**src/hw/rtl/gf2pa_pkg.sv**
```systemverilog
`default_nettype none
package gf2pa_pkg;

  // operand width in use, and the width of the working row
  localparam int POLY_BITS = 32;
  localparam int IN_W      = 32;
  localparam int WORD      = 64;
  localparam int CNT_W     = 7;

  localparam logic [2:0] CMD_MUL = 3'd0;
  localparam logic [2:0] CMD_QUO = 3'd1;
  localparam logic [2:0] CMD_REM = 3'd2;
  localparam logic [2:0] CMD_GCD = 3'd3;
  localparam logic [2:0] CMD_LCM = 3'd4;

  typedef enum logic [2:0] {
    X_HOLD,
    X_LOAD,
    X_SHL,
    X_SHR,
    X_XOR,
    X_FROM_Y
  } x_op_t;

  typedef enum logic [1:0] {
    Y_HOLD,
    Y_LOAD,
    Y_SHL,
    Y_FROM_X
  } y_op_t;

  typedef enum logic [1:0] {
    P_HOLD,
    P_CLR,
    P_MAC
  } p_op_t;

  // control broadcast to every cell of the row
  typedef struct packed {
    x_op_t x_op;
    logic  x_sel;
    y_op_t y_op;
    p_op_t p_op;
    logic  p_add;
  } cell_ctl_t;

  // keep only the low POLY_BITS coefficients
  function automatic logic [IN_W-1:0] mask_operand(input logic [IN_W-1:0] v);
    logic [IN_W-1:0] m;
    for (int i = 0; i < IN_W; i++) begin
      m[i] = (i < POLY_BITS) ? v[i] : 1'b0;
    end
    return m;
  endfunction

endpackage
`default_nettype wire

```
**src/hw/rtl/gf2pa_cell.sv**
```systemverilog
`default_nettype none
module gf2pa_cell (
  input  wire logic                 clk,
  input  wire gf2pa_pkg::cell_ctl_t ctl,
  input  wire logic                 ld_x,
  input  wire logic                 ld_y,
  input  wire logic                 x_lo,
  input  wire logic                 x_hi,
  input  wire logic                 y_lo,
  input  wire logic                 p_lo,
  output logic                      x,
  output logic                      y,
  output logic                      p
);

  logic x_r, x_nxt;
  logic y_r, y_nxt;
  logic p_r, p_nxt;

  always_comb begin
    case (ctl.x_op)
      gf2pa_pkg::X_HOLD:   x_nxt = x_r;
      gf2pa_pkg::X_LOAD:   x_nxt = ld_x;
      gf2pa_pkg::X_SHL:    x_nxt = x_lo ^ (ctl.x_sel & y_lo);
      gf2pa_pkg::X_SHR:    x_nxt = x_hi;
      gf2pa_pkg::X_XOR:    x_nxt = x_r ^ y_r;
      gf2pa_pkg::X_FROM_Y: x_nxt = y_r;
      default:             x_nxt = x_r;
    endcase
  end

  always_comb begin
    case (ctl.y_op)
      gf2pa_pkg::Y_HOLD:   y_nxt = y_r;
      gf2pa_pkg::Y_LOAD:   y_nxt = ld_y;
      gf2pa_pkg::Y_SHL:    y_nxt = y_lo;
      gf2pa_pkg::Y_FROM_X: y_nxt = x_r;
      default:             y_nxt = y_r;
    endcase
  end

  // p accumulates shifted partial products or quotient bits
  always_comb begin
    case (ctl.p_op)
      gf2pa_pkg::P_HOLD: p_nxt = p_r;
      gf2pa_pkg::P_CLR:  p_nxt = 1'b0;
      gf2pa_pkg::P_MAC:  p_nxt = p_lo ^ (ctl.p_add & x_r);
      default:           p_nxt = p_r;
    endcase
  end

  always_ff @(posedge clk) begin
    x_r <= x_nxt;
    y_r <= y_nxt;
    p_r <= p_nxt;
  end

  assign x = x_r;
  assign y = y_r;
  assign p = p_r;

endmodule
`default_nettype wire

```
**src/hw/rtl/gf2_polynomial_arithmetic_unit.sv**
```systemverilog
// GF(2) polynomial arithmetic unit: multiply, quotient, remainder, gcd, lcm.
// Input channel (in_valid/in_ready) carries a command and two operands, bit i
// holding the coefficient of x^i. Each transfer yields exactly one result
// transfer on the output channel (out_valid/out_ready): result polynomial,
// coefficient count (1 for the zero polynomial) and a divide-by-zero flag.
// The work is done by a row of 64 bit cells sharing a broadcast control word;
// in a shift step each cell takes its neighbor's bit, so every step moves
// operands by one coefficient position. The commands run these steps:
//   multiply    shift-and-add over the coefficients of the second operand
//   quotient    normalize, then divide
//   remainder   as quotient, then a right shift
//   gcd         normalize, reduce/align, then a right shift
//   lcm         multiply, then gcd, then a 64-bit division by the gcd
// with an entry step before and a final size scan and hand-off after.
// One item is worked at a time; in_ready is high only while the
// row is free. A finished result sits in the output register, so a new item
// can be taken while the receiver stalls; a second result waits in the row
// until the output register frees up. Reset (rst_n low, synchronous) empties
// the output register and returns the sequencer to idle.
`default_nettype none
module gf2_polynomial_arithmetic_unit (
  input  wire logic        clk,
  input  wire logic        rst_n,
  input  wire logic        in_valid,
  output logic             in_ready,
  input  wire logic [2:0]  in_command,
  input  wire logic [31:0] in_first_poly,
  input  wire logic [31:0] in_second_poly,
  output logic             out_valid,
  input  wire logic        out_ready,
  output logic [63:0]      out_result_poly,
  output logic [6:0]       out_result_size,
  output logic             out_divide_by_zero
);

  localparam int W  = gf2pa_pkg::WORD;
  localparam int IW = gf2pa_pkg::IN_W;
  localparam int CW = gf2pa_pkg::CNT_W;
  localparam logic [CW-1:0] FULL = CW'(W);

  typedef enum logic [7:0] {
    S_IDLE  = 8'b0000_0001,
    S_START = 8'b0000_0010,
    S_MUL   = 8'b0000_0100,
    S_NORM  = 8'b0000_1000,
    S_DIV   = 8'b0001_0000,
    S_GCD   = 8'b0010_0000,
    S_SHR   = 8'b0100_0000,
    S_SIZE  = 8'b1000_0000
  } state_t;

  // where a finished result comes from
  typedef enum logic [1:0] {
    F_X,
    F_P,
    F_ZERO
  } fin_src_t;

  state_t             state_r, state_nxt;
  logic [2:0]         cmd_r, cmd_nxt;
  logic [IW-1:0]      a_r, a_nxt;
  logic [IW-1:0]      b_r, b_nxt;
  logic [CW-1:0]      tx_r, tx_nxt;   // coefficient positions left in x
  logic [CW-1:0]      ty_r, ty_nxt;
  logic [CW-1:0]      cnt_r, cnt_nxt;
  logic               phase_r, phase_nxt;  // lcm: gcd done, dividing
  logic               dz_r, dz_nxt;
  logic               out_valid_r, out_valid_nxt;
  logic [W-1:0]       out_poly_r, out_poly_nxt;
  logic [CW-1:0]      out_size_r, out_size_nxt;
  logic               out_dz_r, out_dz_nxt;

  gf2pa_pkg::cell_ctl_t ctl;
  logic [W-1:0]       ld_x, ld_y;
  logic [W-1:0]       x_q, y_q, p_q;
  logic               p_in;
  logic               fin;
  fin_src_t           fin_src;
  logic               x_done, y_done, q_bit;

  // the cell row, each cell wired to its neighbors
  for (genvar i = 0; i < W; i++) begin : g_cell
    gf2pa_cell u_cell (
      .clk  (clk),
      .ctl  (ctl),
      .ld_x (ld_x[i]),
      .ld_y (ld_y[i]),
      .x_lo ((i == 0) ? 1'b0 : x_q[(i == 0) ? 0 : i-1]),
      .x_hi ((i == W-1) ? 1'b0 : x_q[(i == W-1) ? W-1 : i+1]),
      .y_lo ((i == 0) ? 1'b0 : y_q[(i == 0) ? 0 : i-1]),
      .p_lo ((i == 0) ? p_in : p_q[(i == 0) ? 0 : i-1]),
      .x    (x_q[i]),
      .y    (y_q[i]),
      .p    (p_q[i])
    );
  end

  assign in_ready = (state_r == S_IDLE);
  assign x_done   = x_q[W-1] | (tx_r == '0);
  assign y_done   = y_q[W-1] | (ty_r == '0);
  assign q_bit    = x_q[W-1];

  always_comb begin
    state_nxt     = state_r;
    cmd_nxt       = cmd_r;
    a_nxt         = a_r;
    b_nxt         = b_r;
    tx_nxt        = tx_r;
    ty_nxt        = ty_r;
    cnt_nxt       = cnt_r;
    phase_nxt     = phase_r;
    dz_nxt        = dz_r;
    out_valid_nxt = out_valid_r & ~out_ready;
    out_poly_nxt  = out_poly_r;
    out_size_nxt  = out_size_r;
    out_dz_nxt    = out_dz_r;
    ctl.x_op      = gf2pa_pkg::X_HOLD;
    ctl.x_sel     = 1'b0;
    ctl.y_op      = gf2pa_pkg::Y_HOLD;
    ctl.p_op      = gf2pa_pkg::P_HOLD;
    ctl.p_add     = 1'b0;
    ld_x          = '0;
    ld_y          = '0;
    p_in          = 1'b0;
    fin           = 1'b0;
    fin_src       = F_ZERO;

    case (state_r)
      S_IDLE: begin
        if (in_valid) begin
          cmd_nxt   = in_command;
          a_nxt     = gf2pa_pkg::mask_operand(in_first_poly);
          b_nxt     = gf2pa_pkg::mask_operand(in_second_poly);
          phase_nxt = 1'b0;
          dz_nxt    = 1'b0;
          state_nxt = S_START;
        end
      end

      S_START: begin
        case (cmd_r)
          gf2pa_pkg::CMD_MUL, gf2pa_pkg::CMD_LCM: begin
            if (cmd_r == gf2pa_pkg::CMD_LCM && (a_r == '0 || b_r == '0)) begin
              fin = 1'b1;
            end else begin
              // b sits at the top so its high coefficient leaves first
              ld_x      = {{(W-IW){1'b0}}, a_r};
              ld_y      = {b_r, {(W-IW){1'b0}}};
              ctl.x_op  = gf2pa_pkg::X_LOAD;
              ctl.y_op  = gf2pa_pkg::Y_LOAD;
              ctl.p_op  = gf2pa_pkg::P_CLR;
              cnt_nxt   = CW'(IW);
              state_nxt = S_MUL;
            end
          end
          gf2pa_pkg::CMD_QUO, gf2pa_pkg::CMD_REM, gf2pa_pkg::CMD_GCD: begin
            if (cmd_r != gf2pa_pkg::CMD_GCD && b_r == '0) begin
              dz_nxt = 1'b1;
              fin    = 1'b1;
            end else begin
              ld_x      = {{(W-IW){1'b0}}, a_r};
              ld_y      = {{(W-IW){1'b0}}, b_r};
              ctl.x_op  = gf2pa_pkg::X_LOAD;
              ctl.y_op  = gf2pa_pkg::Y_LOAD;
              ctl.p_op  = gf2pa_pkg::P_CLR;
              tx_nxt    = FULL;
              ty_nxt    = FULL;
              state_nxt = S_NORM;
            end
          end
          default: begin
            fin = 1'b1;
          end
        endcase
      end

      S_MUL: begin
        if (cnt_r == '0) begin
          if (cmd_r == gf2pa_pkg::CMD_MUL) begin
            fin     = 1'b1;
            fin_src = F_P;
          end else begin
            // lcm: product kept in p, now the gcd of the operands
            ld_x      = {{(W-IW){1'b0}}, a_r};
            ld_y      = {{(W-IW){1'b0}}, b_r};
            ctl.x_op  = gf2pa_pkg::X_LOAD;
            ctl.y_op  = gf2pa_pkg::Y_LOAD;
            tx_nxt    = FULL;
            ty_nxt    = FULL;
            state_nxt = S_NORM;
          end
        end else begin
          ctl.p_op  = gf2pa_pkg::P_MAC;
          ctl.p_add = y_q[W-1];
          ctl.y_op  = gf2pa_pkg::Y_SHL;
          cnt_nxt   = cnt_r - 1'b1;
        end
      end

      S_NORM: begin
        // left-align both operands so their top coefficients sit at the msb
        if (!x_done) begin
          ctl.x_op = gf2pa_pkg::X_SHL;
          tx_nxt   = tx_r - 1'b1;
        end
        if (!y_done) begin
          ctl.y_op = gf2pa_pkg::Y_SHL;
          ty_nxt   = ty_r - 1'b1;
        end
        if (x_done && y_done) begin
          if (cmd_r == gf2pa_pkg::CMD_GCD || (cmd_r == gf2pa_pkg::CMD_LCM && !phase_r)) begin
            state_nxt = S_GCD;
          end else begin
            state_nxt = S_DIV;
          end
        end
      end

      S_DIV: begin
        if (tx_r < ty_r) begin
          if (cmd_r == gf2pa_pkg::CMD_REM) begin
            cnt_nxt   = FULL - tx_r;
            state_nxt = S_SHR;
          end else begin
            fin     = 1'b1;
            fin_src = F_P;
          end
        end else begin
          // one long-division step: cancel the top, shift, record quotient bit
          ctl.x_op  = gf2pa_pkg::X_SHL;
          ctl.x_sel = q_bit;
          ctl.p_op  = gf2pa_pkg::P_MAC;
          p_in      = q_bit;
          tx_nxt    = tx_r - 1'b1;
        end
      end

      S_GCD: begin
        if (ty_r == '0) begin
          if (cmd_r == gf2pa_pkg::CMD_GCD) begin
            cnt_nxt   = FULL - tx_r;
            state_nxt = S_SHR;
          end else begin
            // lcm: aligned gcd becomes the divisor, product the dividend
            ctl.y_op  = gf2pa_pkg::Y_FROM_X;
            ctl.x_op  = gf2pa_pkg::X_LOAD;
            ld_x      = p_q;
            ctl.p_op  = gf2pa_pkg::P_CLR;
            ty_nxt    = tx_r;
            tx_nxt    = FULL;
            phase_nxt = 1'b1;
            state_nxt = S_NORM;
          end
        end else if (!x_done) begin
          ctl.x_op = gf2pa_pkg::X_SHL;
          tx_nxt   = tx_r - 1'b1;
        end else if (tx_r < ty_r) begin
          ctl.x_op = gf2pa_pkg::X_FROM_Y;
          ctl.y_op = gf2pa_pkg::Y_FROM_X;
          tx_nxt   = ty_r;
          ty_nxt   = tx_r;
        end else begin
          // aligned tops cancel: a ^= b * x^(da-db)
          ctl.x_op = gf2pa_pkg::X_XOR;
        end
      end

      S_SHR: begin
        if (cnt_r == '0) begin
          fin     = 1'b1;
          fin_src = F_X;
        end else begin
          ctl.x_op = gf2pa_pkg::X_SHR;
          cnt_nxt  = cnt_r - 1'b1;
        end
      end

      S_SIZE: begin
        // y keeps the result, x is shifted up to find its degree
        if (!x_done) begin
          ctl.x_op = gf2pa_pkg::X_SHL;
          tx_nxt   = tx_r - 1'b1;
        end else if (!out_valid_r || out_ready) begin
          out_valid_nxt = 1'b1;
          out_poly_nxt  = y_q;
          out_size_nxt  = (tx_r == '0) ? CW'(1) : tx_r;
          out_dz_nxt    = dz_r;
          state_nxt     = S_IDLE;
        end
      end

      default: begin
        state_nxt = S_IDLE;
      end
    endcase

    if (fin) begin
      case (fin_src)
        F_X: begin
          ld_x   = x_q;
          ld_y   = x_q;
          tx_nxt = FULL;
        end
        F_P: begin
          ld_x   = p_q;
          ld_y   = p_q;
          tx_nxt = FULL;
        end
        default: begin
          ld_x   = '0;
          ld_y   = '0;
          tx_nxt = '0;
        end
      endcase
      ctl.x_op  = gf2pa_pkg::X_LOAD;
      ctl.y_op  = gf2pa_pkg::Y_LOAD;
      ctl.p_op  = gf2pa_pkg::P_HOLD;
      state_nxt = S_SIZE;
    end
  end

  always_ff @(posedge clk) begin
    if (!rst_n) begin
      state_r     <= S_IDLE;
      out_valid_r <= 1'b0;
      phase_r     <= 1'b0;
    end else begin
      state_r     <= state_nxt;
      out_valid_r <= out_valid_nxt;
      phase_r     <= phase_nxt;
    end
  end

  always_ff @(posedge clk) begin
    cmd_r      <= cmd_nxt;
    a_r        <= a_nxt;
    b_r        <= b_nxt;
    tx_r       <= tx_nxt;
    ty_r       <= ty_nxt;
    cnt_r      <= cnt_nxt;
    dz_r       <= dz_nxt;
    out_poly_r <= out_poly_nxt;
    out_size_r <= out_size_nxt;
    out_dz_r   <= out_dz_nxt;
  end

  assign out_valid          = out_valid_r;
  assign out_result_poly    = out_poly_r;
  assign out_result_size    = out_size_r;
  assign out_divide_by_zero = out_dz_r;

endmodule
`default_nettype wire
```
**config.mk**
```make
export PLATFORM = sky130hd
export DESIGN_NAME = gf2_polynomial_arithmetic_unit
export DESIGN_NICKNAME = d
export VERILOG_FILES = /design/src/hw/rtl/gf2pa_pkg.sv /design/src/hw/rtl/gf2pa_cell.sv /design/src/hw/rtl/gf2_polynomial_arithmetic_unit.sv
export SDC_FILE = /design/constraint.sdc
export NUM_CORES = 1
export LEC_CHECK = 0
export ABC_CLOCK_PERIOD_IN_PS = 15200
export BUFFER_PORTS_ARGS = -buffer_cell sky130_fd_sc_hd__clkbuf_2
export CORE_ASPECT_RATIO = 1.1
export CORE_MARGIN = 1.5
export CORE_UTILIZATION = 37
export CTS_CLUSTER_DIAMETER = 60
export DETAILED_ROUTE_END_ITERATION = 12
export HOLD_SLACK_MARGIN = 0.03
export MAX_ROUTING_LAYER = met4
export SETUP_SLACK_MARGIN = 0.05
export SLEW_MARGIN = 40
export SYNTH_ARGS = -nofsm -noshare
export SYNTH_HDL_FRONTEND = slang
export SYNTH_HIERARCHICAL = 1
export SYNTH_SLANG_ARGS = --single-unit
```
**constraint.sdc**
```tcl
create_clock -name clk -period 15.2 [get_ports clk]
set_input_delay 2.28 -clock clk [delete_from_list [all_inputs] [get_ports clk]]
set_output_delay 2.28 -clock clk [all_outputs]
set_load 0.02 [all_outputs]
```
## Yosys cells after proc, flatten, opt, wreduce, memory -nomap -nowiden

Index checks and enable logic that the tools add are counted.

- Register bits after elaboration: 363
- Output and inout bits: 74
- Logic and storage cells: 952

- Equality and inequality tests: 67
- Bitwise gates (word level): 324
- Reductions and logical operators: 39
- Add/subtract/negate cells: 4
- $lt $le $gt $ge: 1
- Muxes and demuxes: 311

Operators with widths:

| cell | count |
|---|---|
| 64-bit one-hot mux with 2 select lines | 3 |
| 64-bit 2-to-1 mux | 5 |
| 1-bit one-hot mux with 5 select lines | 64 |
| 32-bit 2-to-1 mux | 7 |
| 1-bit one-hot mux with 3 select lines | 64 |
| 64-bit one-hot mux with 3 select lines | 1 |
| 1-bit bitwise XOR | 191 |
| 7-bit 2-to-1 mux | 25 |
| 1-bit one-hot mux with 2 select lines | 68 |
| 1-bit bitwise AND | 128 |
| 8-bit 2-to-1 mux | 12 |
| 32-bit zero test | 2 |
| 32-bit one-hot mux with 2 select lines | 1 |
| 8-bit one-hot mux with 8 select lines | 1 |
| 7-bit one-hot mux with 4 select lines | 2 |
| 3-bit != test (second input constant) | 16 |
| 7-bit one-hot mux with 5 select lines | 1 |
| 2-bit != test (second input constant) | 17 |
| 2-bit 2-to-1 mux | 14 |
| 1-bit 2-to-1 mux | 26 |
| 13-bit AND reduction | 2 |
| 7-bit zero test | 3 |
| 3-bit 2-to-1 mux | 7 |
| 7-bit by 1-bit subtractor with 7-bit output (second input constant) | 3 |
| other kinds (47) | 83 |

## Longest topological paths before layout

Gate-level depths: netlist (run 1).

- Word-level depth: 9
- Gate-level depth with buffers: 16
- Mapped depth without buffers: 13

## Hierarchy

Netlist (run 1), hierarchy kept.

By module, submodules not included:

| module | area an instance (µm²) | sequential area each (µm²) | cells an instance | instances |
|---|---|---|---|---|
| gf2pa_cell | 236.5 | 90.1 | 27 | 64 |
| gf2_polynomial_arithmetic_unit | 8747.1 | 5034.8 | 751 | 1 |

## Least setup slack after synthesis (run 1)

No wires, ideal clock.

- Path kind: register to register
- From: register state_r[4]
- To: register g_cell[10].u_cell.x_r, data pin
- Buffers on the path: 0
- Stages on the path, launching flop included: 6
- Arrival time: 14.998 ns
- Period minus slack after synthesis: 15.220 ns
- Setup slack: -0.020 ns
- Setup time: 0.222 ns
- Path through: dfxtp_1 > nor4_1 > nand4b_1 > o211ai_1 > o21ai_0 > o22ai_1

RTL lines:

| what | line | RTL |
|---|---|---|
| start, declared | gf2_polynomial_arithmetic_unit.sv:59 | `state_t state_r, state_nxt;` |
| start signal, assigned | gf2_polynomial_arithmetic_unit.sv:328 | `state_r <= state_nxt;` |
| end signal, assigned | gf2pa_cell.sv:53 | `x_r <= x_nxt;` |
| end, declared | gf2pa_cell.sv:16 | `logic x_r, x_nxt;` |

==> results by group, run 1 <==
Global route
  • Final global-route overflow total: 0
  • Global-route wire length before repair: 110000 µm
  • Total global-route track usage: 21.6%
  • Number of antenna violations at the first check in global routing: 1
  • Via count of the first global-routing pass: 18800
  • Largest net degree at the start of global routing: 230

Synthesis
  • Number of different library cells in the post-synthesis netlist: 67
  • Synth warnings: 6
  • Post-synthesis sequential area ratio: 45.2%
  • Top-area cell type share of the netlist area: 44.4%
  • Area share of xor/xnor cells in the synthesized design: 7.52%
  • Dominant combinational cell family by area after synthesis: simple AND/OR/NAND/NOR gates
  • Average size of a mapped cell: 9.63 µm²
  • Post-synthesis instance area: 23900 µm²
  • Post-synth top flop: sky130_fd_sc_hd__edfxtp_1
  • Synth top area cells: sky130_fd_sc_hd__edfxtp_1 (44%), sky130_fd_sc_hd__nand2_1 (5.8%), sky130_fd_sc_hd__xnor2_1 (5.0%)
  • Cell type contributing the most total cell area after synthesis: sky130_fd_sc_hd__edfxtp_1
  • Post-synthesis simple-gate area fraction: 20.4%
  • Adder and majority gate portion of the synthesized area: 3.82%
  • Synthesized-area fraction occupied by ao, oa, aoi and oai cells: 16.6%
  • Count of flip-flops with a built-in enable after synthesis: 353
  • Syn Inst Count: 2479
  • Share of flip-flops with an asynchronous set or reset: 0%
  • Register bit total from synthesis: 363
  • Share of cell area taken by muxes after synthesis: 2.77%

Hold path
  • Worst min-delay path class: reg2reg

Detailed routing
  • Number of nets with antenna violations after routing: 0
  • Total vias in the final route: 19900
  • Routed wire per std cell: 20.0 µm
  • Initial DRT Pass Iterations: 6
  • Sum of routed wire length over all layers: 71000 µm
  • Starting DRC count in detailed routing: 1817
  • Post-route DRC violation count: 0
  • Avg Vias per Cell: 5.63

Timing
  • Tmin final: 5.01 ns
  • Worst-Margin Slew: 0.811 ns
  • Top achievable clock speed: 200 MHz
  • Hold Violations, Final: 0
  • Setup repair after global routing missed its margin: false
  • Worst hold slack: 0.428 ns
  • Final setup vio count: 0
  • Final setup skew: 0.0302 ns
  • Share of the clock period used by the worst path: 33.0%
  • Total negative setup slack: 0 ns
  • Worst slew slack as a fraction of its limit: 45.9%
  • Pins over their slew limit: 0

Finish
  • Net count, final: 2808
  • Area Growth Syn to Fin: 15.0%
  • Most common cell after layout, fill and taps aside: sky130_fd_sc_hd__nand2_1
  • Fillers: 6179
  • Fraction of final layout cells sized beyond drive strength 1: 12.8%
  • Total inserted antenna cells: 0
  • Most used cells in the layout excluding fill and tap cells: sky130_fd_sc_hd__nand2_1 (364), sky130_fd_sc_hd__edfxtp_1 (353), sky130_fd_sc_hd__nor2_1 (168), sky130_fd_sc_hd__inv_1 (160), sky130_fd_sc_hd__clkbuf_2 (144)

Placed design
  • Detailed-placement wirelength estimate: 44700 µm
  • Last weighted congestion value of the routability-driven placer: 0.857
  • Quantity of I/O buffers inserted on ports: 144

Pwr
  • Leakage dissipation: 9.85 nW
  • Switching share of total power: 25.2%
  • Proportion of power drawn by flip-flops and latches: 47.8%
  • Clock power frac: 45.8%
  • IR drop worst, VDD: 0.0684 mV
  • P per Cell Area: 90.8 nW/µm²
  • Internal Dissipation: 1.87 mW
  • Switching pwr: 628 µW
  • Gate power share: 6.4%

Clocking
  • Sink count of the clock tree: 363
  • Buffers inserted by post-CTS timing repair: 0
  • Clock tree from TritonCTS: built
  • Max Buffers Root-to-Sink: 3
  • Number of levels in the clock H-tree: 2
  • CTS Buf Count: 47
  • Root Buffer Master: sky130_fd_sc_hd__clkbuf_16
  • Skew-Pair Late Insertion Delay: 0.61 ns
  • Quantity of gates resized following cts: 0
  • Post-CTS Hold Fix Bufs: 0
  • Clock Pin Slew Worst Setup and Hold Paths: 0.06 ns

Setup path
  • Kind of end point of the critical path: register
  • Worst Path Arrival: 5.36 ns
  • Crit-path max FO: 121
  • Required time of the worst setup path: 15.55 ns
  • Path type of the worst setup path: reg2reg
  • Critical path launch point type: register

Floorplanning
  • Core Area: 63700 µm²
  • Initial cell density of the core: 37.5%
  • Total I/O pin count: 145
  • Die Span Y: 269 µm
  • Std-Cell Rows: 97
  • Overall die area: 66100 µm²
  • Horiz. Die Dim: 245 µm

Job
  • Max-Cap Viols: 0

Outcome
  • Result of the run: completed
==> worst max-delay path, cell delays in order, from the launching register on <==
cell,delay (ns)
sky130_fd_sc_hd__edfxtp_1,0.47
sky130_fd_sc_hd__inv_1,0.09
sky130_fd_sc_hd__ha_1,0.17
sky130_fd_sc_hd__or3b_1,0.49
sky130_fd_sc_hd__nor4_4,0.54
sky130_fd_sc_hd__o31ai_1,0.26
sky130_fd_sc_hd__a211oi_1,0.65
sky130_fd_sc_hd__nand3_4,0.48
sky130_fd_sc_hd__buf_12,0.39
sky130_fd_sc_hd__buf_16,0.25
sky130_fd_sc_hd__nand2b_1,0.29
sky130_fd_sc_hd__xnor2_1,0.16
sky130_fd_sc_hd__nor3b_1,0.21
sky130_fd_sc_hd__o22ai_1,0.12
==> layout make-up <==
class / count / area (µm²) / area share [%]
timing repair buffer: 178 / 1090 / 3.98
inverter: 161 / 606 / 2.20
clock inverter: 35 / 360 / 1.31
tap: 841 / 1050 / 3.83
clock buffer: 53 / 1200 / 4.36
sequential: 363 / 10800 / 39.3
multi-input combinational: 1913 / 12400 / 45.0
==> through the flow <==
step,std cells,utilization [%],cell area (µm²),worst slack (ns),power [mW]
6_report,3544,43.1,27500,10.19,2.49
5_1_grt,3544,43.1,27500,9.90,2.58
4_1_cts,3542,43.0,27400,10.37,2.52
3_5_place_dp,3454,40.6,25800,10.38,1.37
3_3_place_gp,3451,40.4,25800,10.06,1.37
2_1_floorplan,2482,-,23900,0.207,1.32
==> power by group through the flow <==
stage	Combinational, mW	Sequential (mW)	Clock [mW]
after global routing	0.178	1.20	1.21
after CTS	0.161	1.19	1.17
final	0.161	1.19	1.14
after detailed placement	0.160	1.21	0
after floorplan	0.139	1.18	0
after global placement	0.154	1.21	0
==> synth_stat cells, drive strengths merged (32+ instances only) <==
cell type and instances:
a221o 50, o22ai 73, o21ai 86, xnor2 136
or2 66, o31ai 66, inv 161, nor2 172
ha 73, and2 81, nor3b 64, nand2 366
edfxtp 353, a21oi 140, o211ai 66, a22o 32
xor2 69, buf 34, mux2i 66, nor3 89
nand2b 71
==> layer usage <==
layer | share of wire [%] | global-route usage (%)
met3 | 5.6 | 2.67
met5 | 0 | -
met1 | 44 | 28.5
met4 | 3.1 | 7.46
met2 | 47 | 34.2
==> flip-flops by register name, summed over array words and instances (netlist names) <==
signal,cells
dz_r,1
a_r,32
b_r,32
cmd_r,3
phase_r,1
g_cell.u_cell/y,64
out_result_size,7
out_valid,1
g_cell.u_cell/x,64
ty_r,7
g_cell.u_cell/p,64
cnt_r,7
out_result_poly,64
state_r,8
tx_r,7
out_divide_by_zero,1
==> path summary, 6_finish.rpt <==
path | startpoint | to | slack (ns) | cells after the start
worst max register to register | ty_r[0] | g_cell[51].u_cell/x | 10.19 | 13
worst max-delay path | ty_r[0] | g_cell[51].u_cell/x | 10.19 | 13
worst min register to register | dz_r | out_divide_by_zero | 0.43 | 0
worst min-delay path | dz_r | out_divide_by_zero | 0.43 | 0
==> cells by family after synthesis <==
kind of cell | count (synthesis)
xor gates and xnor gates | 205
buffers and inverters | 206
other | 1
DFF | 363
and+or+nand+nor | 984
adders and majority gates | 73
AOI/OAI and AO/OA | 581
muxes | 66
No activity file was read; power rests on OpenSTA's default activity.
==> run 2, diff against run 1 <==
--- a/config.mk
+++ b/config.mk
@@ -5,7 +5,7 @@
 export SDC_FILE = /design/constraint.sdc
 export NUM_CORES = 1
 export LEC_CHECK = 0
-export ABC_CLOCK_PERIOD_IN_PS = 15200
+export ABC_CLOCK_PERIOD_IN_PS = 4600
 export BUFFER_PORTS_ARGS = -buffer_cell sky130_fd_sc_hd__clkbuf_2
 export CORE_ASPECT_RATIO = 1.1
 export CORE_MARGIN = 1.5
==> constraint.sdc (replaced) <==
create_clock -name clk -period 4.6 [get_ports clk]
set_input_delay 0.69 -clock clk [delete_from_list [all_inputs] [get_ports clk]]
set_output_delay 0.69 -clock clk [all_outputs]
set_load 0.02 [all_outputs]
==> results by group, run 2 (synthesis gave the netlist of run 1 again) <==
Floorplanning
  • Total I/O pin count: 145 (unchanged)
  • Overall die area: 66100 µm² (unchanged)
  • Core Area: 63700 µm² (unchanged)
  • Die Span Y: 269 µm (unchanged)
  • Horiz. Die Dim: 245 µm (unchanged)
  • Std-Cell Rows: 97 (unchanged)
  • Initial cell density of the core: 37.5% (unchanged)

Detailed routing
  • Total vias in the final route: 20100 (was 19900)
  • Post-route DRC violation count: 0 (unchanged)
  • Sum of routed wire length over all layers: 71100 µm (was 71000 µm)
  • Avg Vias per Cell: 5.66 (was 5.63)
  • Number of nets with antenna violations after routing: 0 (unchanged)
  • Starting DRC count in detailed routing: 1781 (was 1817)
  • Initial DRT Pass Iterations: 6 (unchanged)
  • Routed wire per std cell: 20.0 µm (about the same)

Timing
  • Hold Violations, Final: 0 (unchanged)
  • Final setup vio count: 0 (unchanged)
  • Worst-Margin Slew: 0.792 ns (was 0.811 ns)
  • Share of the clock period used by the worst path: 91.2% (was 33.0%)
  • Top achievable clock speed: 238 MHz (was 200 MHz)
  • Tmin final: 4.20 ns (was 5.01 ns)
  • Pins over their slew limit: 0 (unchanged)
  • Worst hold slack: 0.269 ns (was 0.428 ns)
  • Setup repair after global routing missed its margin: false (unchanged)
  • Worst slew slack as a fraction of its limit: 47.2% (was 45.9%)
  • Final setup skew: 0.0256 ns (was 0.0302 ns)

Setup path
  • Reg-to-reg setup timing slack: 0.40 ns (was 10.19 ns)
  • Worst r2r path cells: 11 (was 13)
  • Setup crit start: tx_r[6] (was ty_r[0])
  • Required time of the worst setup path: 4.92 ns (was 15.55 ns)
  • Crit-path max FO: 67 (was 121)
  • Critical path launch point type: register (unchanged)
  • Worst Path Arrival: 4.51 ns (was 5.36 ns)
  • Kind of end point of the critical path: register (unchanged)
  • Path type of the worst setup path: reg2reg (unchanged)
  • Crit Reg-Reg Startpoint: tx_r[6] (was ty_r[0])

Clocking
  • Post-CTS Hold Fix Bufs: 0 (unchanged)
  • Buffers inserted by post-CTS timing repair: 0 (unchanged)
  • Number of levels in the clock H-tree: 2 (unchanged)
  • Clock Pin Slew Worst Setup and Hold Paths: 0.06 ns (about the same)
  • Skew-Pair Late Insertion Delay: 0.60 ns (was 0.61 ns)
  • Max Buffers Root-to-Sink: 3 (unchanged)
  • Root Buffer Master: sky130_fd_sc_hd__clkbuf_16 (unchanged)
  • CTS Buf Count: 45 (was 47)
  • Sink count of the clock tree: 363 (unchanged)
  • Clock tree from TritonCTS: built (unchanged)
  • Quantity of gates resized following cts: 0 (unchanged)

Finish
  • Fraction of final layout cells sized beyond drive strength 1: 13.6% (was 12.8%)
  • Total inserted antenna cells: 0 (unchanged)
  • Net count, final: 2824 (was 2808)
  • Most used cells in the layout excluding fill and tap cells: sky130_fd_sc_hd__nand2_1 (364), sky130_fd_sc_hd__edfxtp_1 (353), sky130_fd_sc_hd__nor2_1 (167), sky130_fd_sc_hd__inv_1 (158), sky130_fd_sc_hd__clkbuf_2 (144) (was sky130_fd_sc_hd__nand2_1 (364), sky130_fd_sc_hd__edfxtp_1 (353), sky130_fd_sc_hd__nor2_1 (168), sky130_fd_sc_hd__inv_1 (160), sky130_fd_sc_hd__clkbuf_2 (144))
  • Fillers: 6139 (was 6179)
  • Most common cell after layout, fill and taps aside: sky130_fd_sc_hd__nand2_1 (unchanged)
  • Area Growth Syn to Fin: 16.1% (was 15.0%)

Pwr
  • Switching share of total power: 25.0% (was 25.2%)
  • Leakage dissipation: 9.98 nW (was 9.85 nW)
  • Clock power frac: 44.8% (was 45.8%)
  • IR drop worst, VDD: 0.281 mV (was 0.0684 mV)
  • Internal Dissipation: 6.09 mW (was 1.87 mW)
  • Gate power share: 6.7% (was 6.4%)
  • Total Power: 8.11 mW (was 2.49 mW)
  • Proportion of power drawn by flip-flops and latches: 48.5% (was 47.8%)
  • P per Cell Area: 293 nW/µm² (was 90.8 nW/µm²)
  • Switching pwr: 2.03 mW (was 628 µW)

Hold path
  • Worst min-delay path class: in2reg (was reg2reg)
  • Hold Crit Depth: 1 (was 0)
  • Min-delay src: in_second_poly[30] (was dz_r)

Global route
  • Total global-route track usage: 21.8% (was 21.6%)
  • Via count of the first global-routing pass: 19200 (was 18800)
  • Final global-route overflow total: 0 (unchanged)
  • Global-route wire length before repair: 111000 µm (was 110000 µm)
  • Number of antenna violations at the first check in global routing: 0 (was 1)
  • Largest net degree at the start of global routing: 131 (was 230)

Job
  • Max-Cap Viols: 0 (unchanged)

Outcome
  • Result of the run: completed (unchanged)

Placed design
  • Detailed-placement wirelength estimate: 45900 µm (was 44700 µm)
  • Last weighted congestion value of the routability-driven placer: 0.866 (was 0.857)
  • Quantity of I/O buffers inserted on ports: 144 (unchanged)
==> run 2: worst max-delay path, cell delays in order (launching register included) <==
cell                       delay, ns
sky130_fd_sc_hd__edfxtp_1       0.55
sky130_fd_sc_hd__ha_1           0.41
sky130_fd_sc_hd__nand4_1        0.14
sky130_fd_sc_hd__o21ai_1        0.53
sky130_fd_sc_hd__o31ai_1        0.20
sky130_fd_sc_hd__a211oi_1       0.63
sky130_fd_sc_hd__nand3_4        0.29
sky130_fd_sc_hd__buf_4          0.40
sky130_fd_sc_hd__nand2b_1       0.25
sky130_fd_sc_hd__xnor2_1        0.13
sky130_fd_sc_hd__nor3b_1        0.24
sky130_fd_sc_hd__o22ai_1        0.12
==> run 2: routing by layer <==
| metal | global-route usage [%] | vias up | wire, µm |
|---|---|---|---|
| met1 | 28.0 | 9786 | 30700 |
| li1 | - | 9529 | - |
| met3 | 2.72 | 131 | 4080 |
| met5 | - | - | 0 |
| met2 | 35.9 | 683 | 34500 |
| met4 | 6.42 | 0 | 1810 |
==> run 2: final timing paths <==
kind,to
setup / recovery,g_cell[5].u_cell/x
hold / removal,b_r[30]
setup reg to reg,g_cell[5].u_cell/x
hold reg to reg,out_divide_by_zero
==> run 2: through the flow <==
stage	cells	setup TNS (ns)	instance area, µm²	util, %	setup WS, ns
finish	3557	0	27700	43.5	0.404
global route	3557	0	27700	43.5	0.138
CTS	3557	0	27700	43.5	0.413
detailed placement	3474	0	26200	41.2	0.426
global placement	3473	0	26200	41.1	0.570
floorplan	2482	-1297.82	24000	-	-10.05
==> run 2: power by group through the flow <==
stage | logic [mW] | registers (mW) | clock network (mW)
floorplan | 0.426 | 3.91 | 0
global placement | 0.523 | 4.00 | 0
detailed placement | 0.540 | 4.00 | 0
CTS | 0.543 | 3.93 | 3.73
global route | 0.600 | 3.95 | 3.84
finish | 0.540 | 3.94 | 3.64
==> run 2: cell type report <==
cell class                      instances  area (µm²)  share of cell area [%]
Tap cell                              841        1050                    3.79
Inverter                              161         607                    2.19
Multi-Input combinational cell       1913       12400                    44.7
Timing Repair Buffer                  196        1380                    4.96
Sequential cell                       363       10800                    39.0
Clock buffer                           53        1160                    4.17
Clock inverter                         30         330                    1.19
